`config.mk`:
```
export PLATFORM = sky130hd
export DESIGN_NAME = linear_probe_hash_insert
export DESIGN_NICKNAME = d
export VERILOG_FILES = /design/src/lphi_pkg.sv /design/src/lphi_ram.sv /design/src/lphi_div.sv /design/src/linear_probe_hash_insert.sv
export VERILOG_INCLUDE_DIRS = /design/src /design/src/src
export SDC_FILE = /design/constraint.sdc
export NUM_CORES = 2
export LEC_CHECK = 0
export ABC_CLOCK_PERIOD_IN_PS = 14600
export BUFFER_PORTS_ARGS = -buffer_cell sky130_fd_sc_hd__buf_4
export CORE_MARGIN = 3
export CORE_UTILIZATION = 57
export DETAILED_ROUTE_END_ITERATION = 10
export GPL_TIMING_DRIVEN = 1
export PLACE_DENSITY = 0.8
export SLEW_MARGIN = 25
export SYNTH_ARGS = -nofsm -noshare
export SYNTH_HDL_FRONTEND = slang
export SYNTH_HIERARCHICAL = 1
export SYNTH_SLANG_ARGS = --single-unit
```
`constraint.sdc`:
```
create_clock -name clk -period 14.6 [get_ports clk]
set_clock_uncertainty 0.2 [all_clocks]
set_input_delay 0.73 -clock clk [delete_from_list [all_inputs] [get_ports clk]]
set_output_delay 0.73 -clock clk [all_outputs]
set_load 0.03 [all_outputs]
```
`src/assert_macros.svh`:
```
// Assertion helpers shared by the RTL.
// Every macro samples on clk and is disabled while rst is high.
`ifndef ASSERT_MACROS_SVH
`define ASSERT_MACROS_SVH

// Same-cycle implication
`define ASSERT_IMPL(label, ante, cons, msg) \
  label: assert property (@(posedge clk) disable iff (rst) (ante) |-> (cons)) \
    else $error(msg);

// Next-cycle implication
`define ASSERT_NEXT(label, ante, cons, msg) \
  label: assert property (@(posedge clk) disable iff (rst) (ante) |=> (cons)) \
    else $error(msg);

`endif

```
`src/lphi_pkg.sv`:
```
package lphi_pkg;

  // Sizing defaults
  localparam int MAX_SLOTS_DEF = 1024;
  localparam int KEY_BITS      = 31;

  // Fixed field widths
  localparam int TABLE_SIZE_W = 11;
  localparam int SLOT_W       = 10;
  localparam int PROBES_W     = 11;

  localparam logic [TABLE_SIZE_W-1:0] TABLE_SIZE_RST = TABLE_SIZE_W'(1024);

  // Request transaction
  typedef struct packed {
    logic [KEY_BITS-1:0] key;
    logic                batch_end;
  } req_t;

  // Response transaction
  typedef struct packed {
    logic [SLOT_W-1:0]   slot;
    logic [PROBES_W-1:0] probes;
    logic                table_full;
    logic                batch_done;
  } rsp_t;

  // Insert sequencer states
  typedef enum logic [2:0] {
    LPHI_CLEAR,
    LPHI_IDLE,
    LPHI_DIV,
    LPHI_RD,
    LPHI_CHK,
    LPHI_FIN
  } state_t;

endpackage

```
`src/lphi_ram.sv`:
```
module lphi_ram #(
  parameter int WIDTH = 1,
  parameter int DEPTH = 1024
) (
  input  logic                     clk,
  input  logic                     wr_en,
  input  logic [$clog2(DEPTH)-1:0] wr_addr,
  input  logic [WIDTH-1:0]         wr_data,
  input  logic [$clog2(DEPTH)-1:0] rd_addr,
  output logic [WIDTH-1:0]         rd_data
);

  logic [WIDTH-1:0] mem [DEPTH];

  // One write port, one registered read port
  always_ff @(posedge clk) begin
    if (wr_en) begin
      mem[wr_addr] <= wr_data;
    end
    rd_data <= mem[rd_addr];
  end

endmodule

```
`src/lphi_div.sv`:
```
module lphi_div
  import lphi_pkg::*;
#(
  parameter int DIV_W = 11,
  parameter int REM_W = 10
) (
  input  logic                clk,
  input  logic                rst,
  input  logic                start,
  input  logic [KEY_BITS-1:0] dividend,
  input  logic [DIV_W-1:0]    divisor,
  output logic                done,
  output logic [REM_W-1:0]    rem
);

  localparam int CNT_W = $clog2(KEY_BITS);

  logic                busy;
  logic [CNT_W-1:0]    cnt;
  logic [KEY_BITS-1:0] shreg;
  logic [DIV_W-1:0]    div_q;
  logic [DIV_W-1:0]    part;
  logic [DIV_W-1:0]    part_next;
  logic [DIV_W:0]      trial;

  // Restoring step: bring in one dividend bit, subtract if it fits
  always_comb begin
    trial = {part, shreg[KEY_BITS-1]};
    if (trial >= {1'b0, div_q}) begin
      part_next = DIV_W'(trial - {1'b0, div_q});
    end else begin
      part_next = trial[DIV_W-1:0];
    end
  end

  // Control
  always_ff @(posedge clk) begin
    if (rst) begin
      busy <= 1'b0;
      done <= 1'b0;
    end else begin
      done <= busy && (cnt == '0);
      if (start) begin
        busy <= 1'b1;
      end else if (busy && (cnt == '0)) begin
        busy <= 1'b0;
      end
    end
  end

  // Datapath, one quotient bit per cycle
  always_ff @(posedge clk) begin
    if (start) begin
      cnt   <= CNT_W'(KEY_BITS - 1);
      shreg <= dividend;
      div_q <= divisor;
      part  <= '0;
    end else if (busy) begin
      cnt   <= cnt - 1'b1;
      shreg <= {shreg[KEY_BITS-2:0], 1'b0};
      part  <= part_next;
    end
  end

  // Remainder is below the divisor, so it fits the index width
  assign rem = REM_W'(part);

endmodule

```
`src/linear_probe_hash_insert.sv`:
```
// Channel    | Direction | Handshake              | Payload
// req        | in        | req_valid / req_stall  | req_t (key, batch_end)
// rsp        | out       | rsp_valid / rsp_stall  | rsp_t (slot, probes, table_full, batch_done)
// table_size | in        | table_size_wr_en       | table_size_wr_data
//
// Per insert: a bit-serial modulo (DIV), then a registered occupancy read (RD)
// and a check (CHK) per slot examined, then a hand-off (FIN) to the response
// register. One insert in flight.
// After rst a clearing pass writes every occupancy entry, with req_stall high.
// A new insert may start while the previous response is stalled; its
// completion waits for that response to drain.
`include "assert_macros.svh"

module linear_probe_hash_insert
  import lphi_pkg::*;
#(
  parameter int MAX_SLOTS = MAX_SLOTS_DEF
) (
  input  logic                    clk,
  input  logic                    rst,
  input  logic                    req_valid,
  output logic                    req_stall,
  input  req_t                    req,
  output logic                    rsp_valid,
  input  logic                    rsp_stall,
  output rsp_t                    rsp,
  input  logic                    table_size_wr_en,
  input  logic [TABLE_SIZE_W-1:0] table_size_wr_data
);

  localparam int AW = $clog2(MAX_SLOTS);
  localparam int SW = $clog2(MAX_SLOTS + 1);

  state_t state;
  state_t state_next;

  logic [TABLE_SIZE_W-1:0] table_size;
  logic [SW-1:0]           eff_size;

  logic [AW-1:0]           clr_addr;
  logic [KEY_BITS-1:0]     key_q;
  logic                    batch_q;
  logic [AW-1:0]           idx;
  logic [AW-1:0]           idx_inc;
  logic [SW-1:0]           probes;
  logic [SW-1:0]           probes_inc;
  logic                    res_full;

  logic                    div_start;
  logic                    div_done;
  logic [AW-1:0]           home;

  logic                    used_we;
  logic [AW-1:0]           used_waddr;
  logic [0:0]              used_wdata;
  logic [0:0]              used_rdata;
  logic                    slot_free;
  logic                    key_we;
  logic [KEY_BITS-1:0]     key_rdata;
  logic                    clr_last;
  logic                    rsp_load;

  // Config register
  always_ff @(posedge clk) begin
    if (rst) begin
      table_size <= TABLE_SIZE_RST;
    end else if (table_size_wr_en) begin
      table_size <= table_size_wr_data;
    end
  end

  // Zero means one slot; clamp to the storage depth
  always_comb begin
    if (table_size == '0) begin
      eff_size = SW'(1);
    end else if (32'(table_size) > 32'(MAX_SLOTS)) begin
      eff_size = SW'(MAX_SLOTS);
    end else begin
      eff_size = SW'(table_size);
    end
  end

  // Home slot: key mod size
  lphi_div #(
    .DIV_W (SW),
    .REM_W (AW)
  ) u_div (
    .clk      (clk),
    .rst      (rst),
    .start    (div_start),
    .dividend (req.key),
    .divisor  (eff_size),
    .done     (div_done),
    .rem      (home)
  );

  // Occupancy bits
  lphi_ram #(
    .WIDTH (1),
    .DEPTH (MAX_SLOTS)
  ) u_used (
    .clk     (clk),
    .wr_en   (used_we),
    .wr_addr (used_waddr),
    .wr_data (used_wdata),
    .rd_addr (idx),
    .rd_data (used_rdata)
  );

  // Stored keys, never read back by this block
  lphi_ram #(
    .WIDTH (KEY_BITS),
    .DEPTH (MAX_SLOTS)
  ) u_keys (
    .clk     (clk),
    .wr_en   (key_we),
    .wr_addr (idx),
    .wr_data (key_q),
    .rd_addr (idx),
    .rd_data (key_rdata)
  );

  // Probe arithmetic
  assign slot_free  = (used_rdata == 1'b0);
  assign probes_inc = probes + 1'b1;
  assign idx_inc    = ((SW'(idx) + 1'b1) == eff_size) ? '0 : AW'(idx + 1'b1);
  assign clr_last   = (clr_addr == AW'(MAX_SLOTS - 1));
  assign rsp_load   = (state == LPHI_FIN) && (!rsp_valid || !rsp_stall);

  // Next state
  always_comb begin
    state_next = state;
    unique case (state)
      LPHI_CLEAR: if (clr_last) state_next = LPHI_IDLE;
      LPHI_IDLE:  if (req_valid) state_next = LPHI_DIV;
      LPHI_DIV:   if (div_done) state_next = LPHI_RD;
      LPHI_RD:    state_next = LPHI_CHK;
      LPHI_CHK: begin
        if (slot_free || (probes_inc == eff_size)) begin
          state_next = LPHI_FIN;
        end else begin
          state_next = LPHI_RD;
        end
      end
      LPHI_FIN:   if (rsp_load) state_next = LPHI_IDLE;
      default:    state_next = LPHI_IDLE;
    endcase
  end

  // Control outputs
  always_comb begin
    req_stall  = 1'b1;
    div_start  = 1'b0;
    used_we    = 1'b0;
    used_waddr = idx;
    used_wdata = 1'b1;
    key_we     = 1'b0;
    unique case (state)
      LPHI_CLEAR: begin
        used_we    = 1'b1;
        used_waddr = clr_addr;
        used_wdata = 1'b0;
      end
      LPHI_IDLE: begin
        req_stall = 1'b0;
        div_start = req_valid;
      end
      LPHI_CHK: begin
        used_we = slot_free;
        key_we  = slot_free;
      end
      default: begin
      end
    endcase
  end

  always_ff @(posedge clk) begin
    if (rst) begin
      state <= LPHI_CLEAR;
    end else begin
      state <= state_next;
    end
  end

  // Clearing sweep address
  always_ff @(posedge clk) begin
    if (rst) begin
      clr_addr <= '0;
    end else if (state == LPHI_CLEAR) begin
      clr_addr <= clr_addr + 1'b1;
    end
  end

  // Insert datapath
  always_ff @(posedge clk) begin
    case (state)
      LPHI_IDLE: begin
        key_q   <= req.key;
        batch_q <= req.batch_end;
      end
      LPHI_DIV: begin
        idx      <= home;
        probes   <= '0;
        res_full <= 1'b0;
      end
      LPHI_CHK: begin
        if (!slot_free) begin
          probes <= probes_inc;
          if (probes_inc == eff_size) begin
            idx      <= '0;
            res_full <= 1'b1;
          end else begin
            idx <= idx_inc;
          end
        end
      end
      default: begin
      end
    endcase
  end

  // Response register
  always_ff @(posedge clk) begin
    if (rst) begin
      rsp_valid <= 1'b0;
    end else if (rsp_load) begin
      rsp_valid <= 1'b1;
    end else if (!rsp_stall) begin
      rsp_valid <= 1'b0;
    end
  end

  always_ff @(posedge clk) begin
    if (rsp_load) begin
      rsp.slot       <= SLOT_W'(idx);
      rsp.probes     <= PROBES_W'(probes);
      rsp.table_full <= res_full;
      rsp.batch_done <= batch_q;
    end
  end

  `ASSERT_IMPL(a_idx_in_range, (state == LPHI_RD) || (state == LPHI_CHK), SW'(idx) < eff_size, "probe index beyond table size")
  `ASSERT_IMPL(a_probes_bound, state == LPHI_CHK, probes < eff_size, "probe count reached size while walking")
  `ASSERT_IMPL(a_full_slot_zero, (state == LPHI_FIN) && res_full, (idx == '0) && (probes == eff_size), "full result malformed")
  `ASSERT_NEXT(a_div_done_in_div, state == LPHI_IDLE, !div_done, "divider finished outside modulo phase")

endmodule

```
==> results.sh <==
export IMPL_status="completed"
export IMPL_cts_made_buffers=113
export IMPL_synth_top_cell_by_area="edfxtp_1"
export IMPL_r2r_worst_path_cells=10
export IMPL_async_reset_ff_share_pct=0
export IMPL_ys_flop_type="edfxtp_1"
export IMPL_fill_cells=6174
export IMPL_maxSlewViolCount=0
export IMPL_port_buffers=72
export IMPL_syn_nets=3793
export IMPL_drive_gt1_share_pct=17.3
export IMPL_ys_seq_elements=1156
export IMPL_clkLatencyLatePin_ns=0.70
export IMPL_root_buffer="clkbuf_16"
export IMPL_regArea_um2=34300
export IMPL_cts_setup_buffers=0
export IMPL_seq_power_share_pct=54.9
export IMPL_endpoint="u_used/rd_data"
export IMPL_synth_cells=3729
export IMPL_setup_viol=0
export IMPL_path_buf_inv=2
export IMPL_ys_warnings_count=6
export IMPL_die_h_um=307
export IMPL_worst_slew_pin_slew_ns=1.04
export IMPL_ys_seq_area_share_pct=66.5
export IMPL_synthDistinctLibCells=95
export IMPL_clockBufferDepth=3
export IMPL_synth_edff_count=1112
export IMPL_drt_wl_total_um=132000
export IMPL_h_tree_depth=3
export IMPL_period_share_pct=30.9
export IMPL_setup_tns_ns=0
export IMPL_share_comb_of_total_power_pct=1.2
export IMPL_fin_ws_ns=10.08
export IMPL_cts_tree="yes"
export IMPL_reg2reg_to="u_used/rd_data"
export IMPL_hp_class="in -> reg"
export IMPL_syn_to_final_growth_pct=9.37
export IMPL_max_freq_ghz=0.221
export IMPL_firstDrtPassIters=6
export IMPL_worstPathRequired_ns=14.97
export IMPL_grt_usage_pct=27.8
export IMPL_path_cells="buf_12 > buf_4 > mux4_2 > mux4_2 > mux2i_1 > o21ai_0 > nor2_1 > nor3_1 > nor4_1 > o2111ai_1"
export IMPL_diodes=0
export IMPL_avgViaCountPerCell=6.57
export IMPL_cts_resized=0
export IMPL_final_util_pct=63.3
export IMPL_max_cap_viol_count=0
export IMPL_power_density_nw_per_um2=116
export IMPL_cp_slowest_cell="buf_4"
export IMPL_vias=32271
export IMPL_rrSetupSlack_ns=10.08
export IMPL_power_switching_mw=1.32
export IMPL_crit_start="idx[0]"
export IMPL_gp_congestion=0.873
export IMPL_multi_input_area_um2=15700
export IMPL_critPathKind="reg -> reg"
export IMPL_vdd_ir_drop_max_uv=96.8
export IMPL_dieArea_um2=94000
export IMPL_cp_num_cells=10
export IMPL_antenna_found_initial=1
export IMPL_dp_slack_ns=10.12
export IMPL_critPathMaxFanout=114
export IMPL_cp_common_cell="mux4_2"
export IMPL_synth_most_common_cell="edfxtp_1"
export IMPL_syn_area_um2=51500
export IMPL_cpPeakStageDelay_ns=0.78
export IMPL_hold_violations=0
export IMPL_drc=0
export IMPL_synth_top_area_share_pct=64.8
export IMPL_synthTopCellsByArea="edfxtp_1, mux4_2, nor2_1"
export IMPL_ant_nets=0
export IMPL_synth_avg_cell_area_um2=13.8
export IMPL_switching_share_pct=20.2
export IMPL_holdPathStages=2
export IMPL_rsz0062_at_grt="no"
export IMPL_p_leak_nw=14.3
export IMPL_die_w_um=307
export IMPL_synth_common_cells="edfxtp_1, nor2_1, clkbuf_1, mux4_2, mux2i_1"
export IMPL_cts_hold_buf=1
export IMPL_ioPinCount=73
export IMPL_clkSinkCount=1156
export IMPL_path_delay_family="buffers and inverters"
export IMPL_nets=3713
export IMPL_grt_pass1_wl_um=196000
export IMPL_arrival_ns=4.88
export IMPL_power_mw=6.53
export IMPL_core_area_um2=89100
export IMPL_grt_max_degree=178
export IMPL_wl_per_cell_um=26.9
export IMPL_core_rowCount=109
export IMPL_p_int_mw=5.20
export IMPL_relSlewSlack_pct=31.0
export IMPL_cp_end_kind="flop"
export IMPL_dr_first_iter_drc_count=4822
export IMPL_clk_pin_slew_worst_paths_ns=0.07
export IMPL_start_util_pct=57.9
export IMPL_fin_crit_ns=4.52
export IMPL_grt_ovfl_total=0
export IMPL_clkPwrFrac_pct=43.9
export IMPL_first_global_vias=31531
export IMPL_startpoint_type="flop"
export IMPL_dp_hpwl_um=70900
export IMPL_r2r_start="idx[0]"
final cells by class:
cell class	count	area share, %
clock buffer	136	5.17
clock inverter	75	1.23
inverter	37	0.260
multi-input combinational	2198	27.9
sequential	1156	60.8
tap	1165	2.59
timing repair buffer	143	2.01
worst reg2reg max path: stages, from the launching register on:
cell and delay (ns):
edfxtp_1 0.40, buf_12 0.69, buf_4 0.90, mux4_2 0.65
mux4_2 0.52, mux2i_1 0.18, o21ai_0 0.09, nor2_1 0.23
nor3_1 0.10, nor4_1 0.30, o2111ai_1 0.13
per-stage QoR:
stage	hold slack, ns	area (um^2)	instances
3_3_place_gp	0.204	52600	4698
2_1_floorplan	0.200	51500	3729
4_1_cts	0.0126	56300	4910
6_report	0.0410	56400	4910
5_1_grt	0.0419	56400	4910
3_5_place_dp	0.221	52700	4698
kinds of logic after synthesis:
family | Yosys count | synth area share [%]
buf+inv | 375 | 3.47
fa+ha+maj | 16 | 0.403
simple gates | 1451 | 11.7
mux | 399 | 13.2
xor+xnor | 38 | 0.673
flops | 1156 | 66.5
compound gates | 294 | 4.11
power groups by stage:
stage                     registers (mW)  clock network [mW]  logic (mW)
after floorplan                     3.65                   0      0.0353
after global placement              3.66                   0      0.0710
after detailed placement            3.66                   0      0.0726
after CTS                           3.59                2.89      0.0733
after global routing                3.58                3.02      0.0779
final                               3.59                2.86      0.0758
layout by cell type, fill, tap and decap left out, drive strengths merged, types with 7 or more instances in the layout:
cell	instances
nor2b	21
nor3	51
nor4	10
or3	8
a211oi	10
a21oi	61
o21ai	42
and2	9
dfxtp	44
xor2	15
a22o	8
a22oi	18
nand3	51
nand2b	19
o22ai	31
a31oi	8
nor2	1093
nand4	17
clkbuf	136
edfxtp	1112
bufinv	10
a32o	9
nor3b	10
o221ai	50
clkinv	55
buf	142
inv	41
mux2i	142
a2111oi	7
xnor2	22
nand2	129
mux2	43
mux4	214
and3	11
ha	15
worst min path at each step:
stage                                 startpoint        endpoint
final                     table_size_wr_data[10]  table_size[10]
after global routing      table_size_wr_data[10]  table_size[10]
after CTS                 table_size_wr_data[10]  table_size[10]
after detailed placement                 batch_q          rsp[0]
after global placement                   batch_q          rsp[0]
after floorplan                          batch_q          rsp[0]
registers in the layout, summed over array words and instances, names as in the netlist, 5 cells and up:
register / count
u_used/mem: 1024
u_div/shreg: 31
rsp: 23
probes: 11
table_size: 11
u_div/div_q: 11
u_div/part: 11
clr_addr: 10
idx: 10
u_div/cnt: 5
per-layer routing:
layer	vias to the layer above	part of all wire, %	track usage [%]
met5	-	0.0098	0
met4	2	5.1	13.2
met3	451	13	7.28
met2	2142	47	44.2
met1	16084	35	36.2
li1	13592	-	-
(Power assumes the default switching activity.)
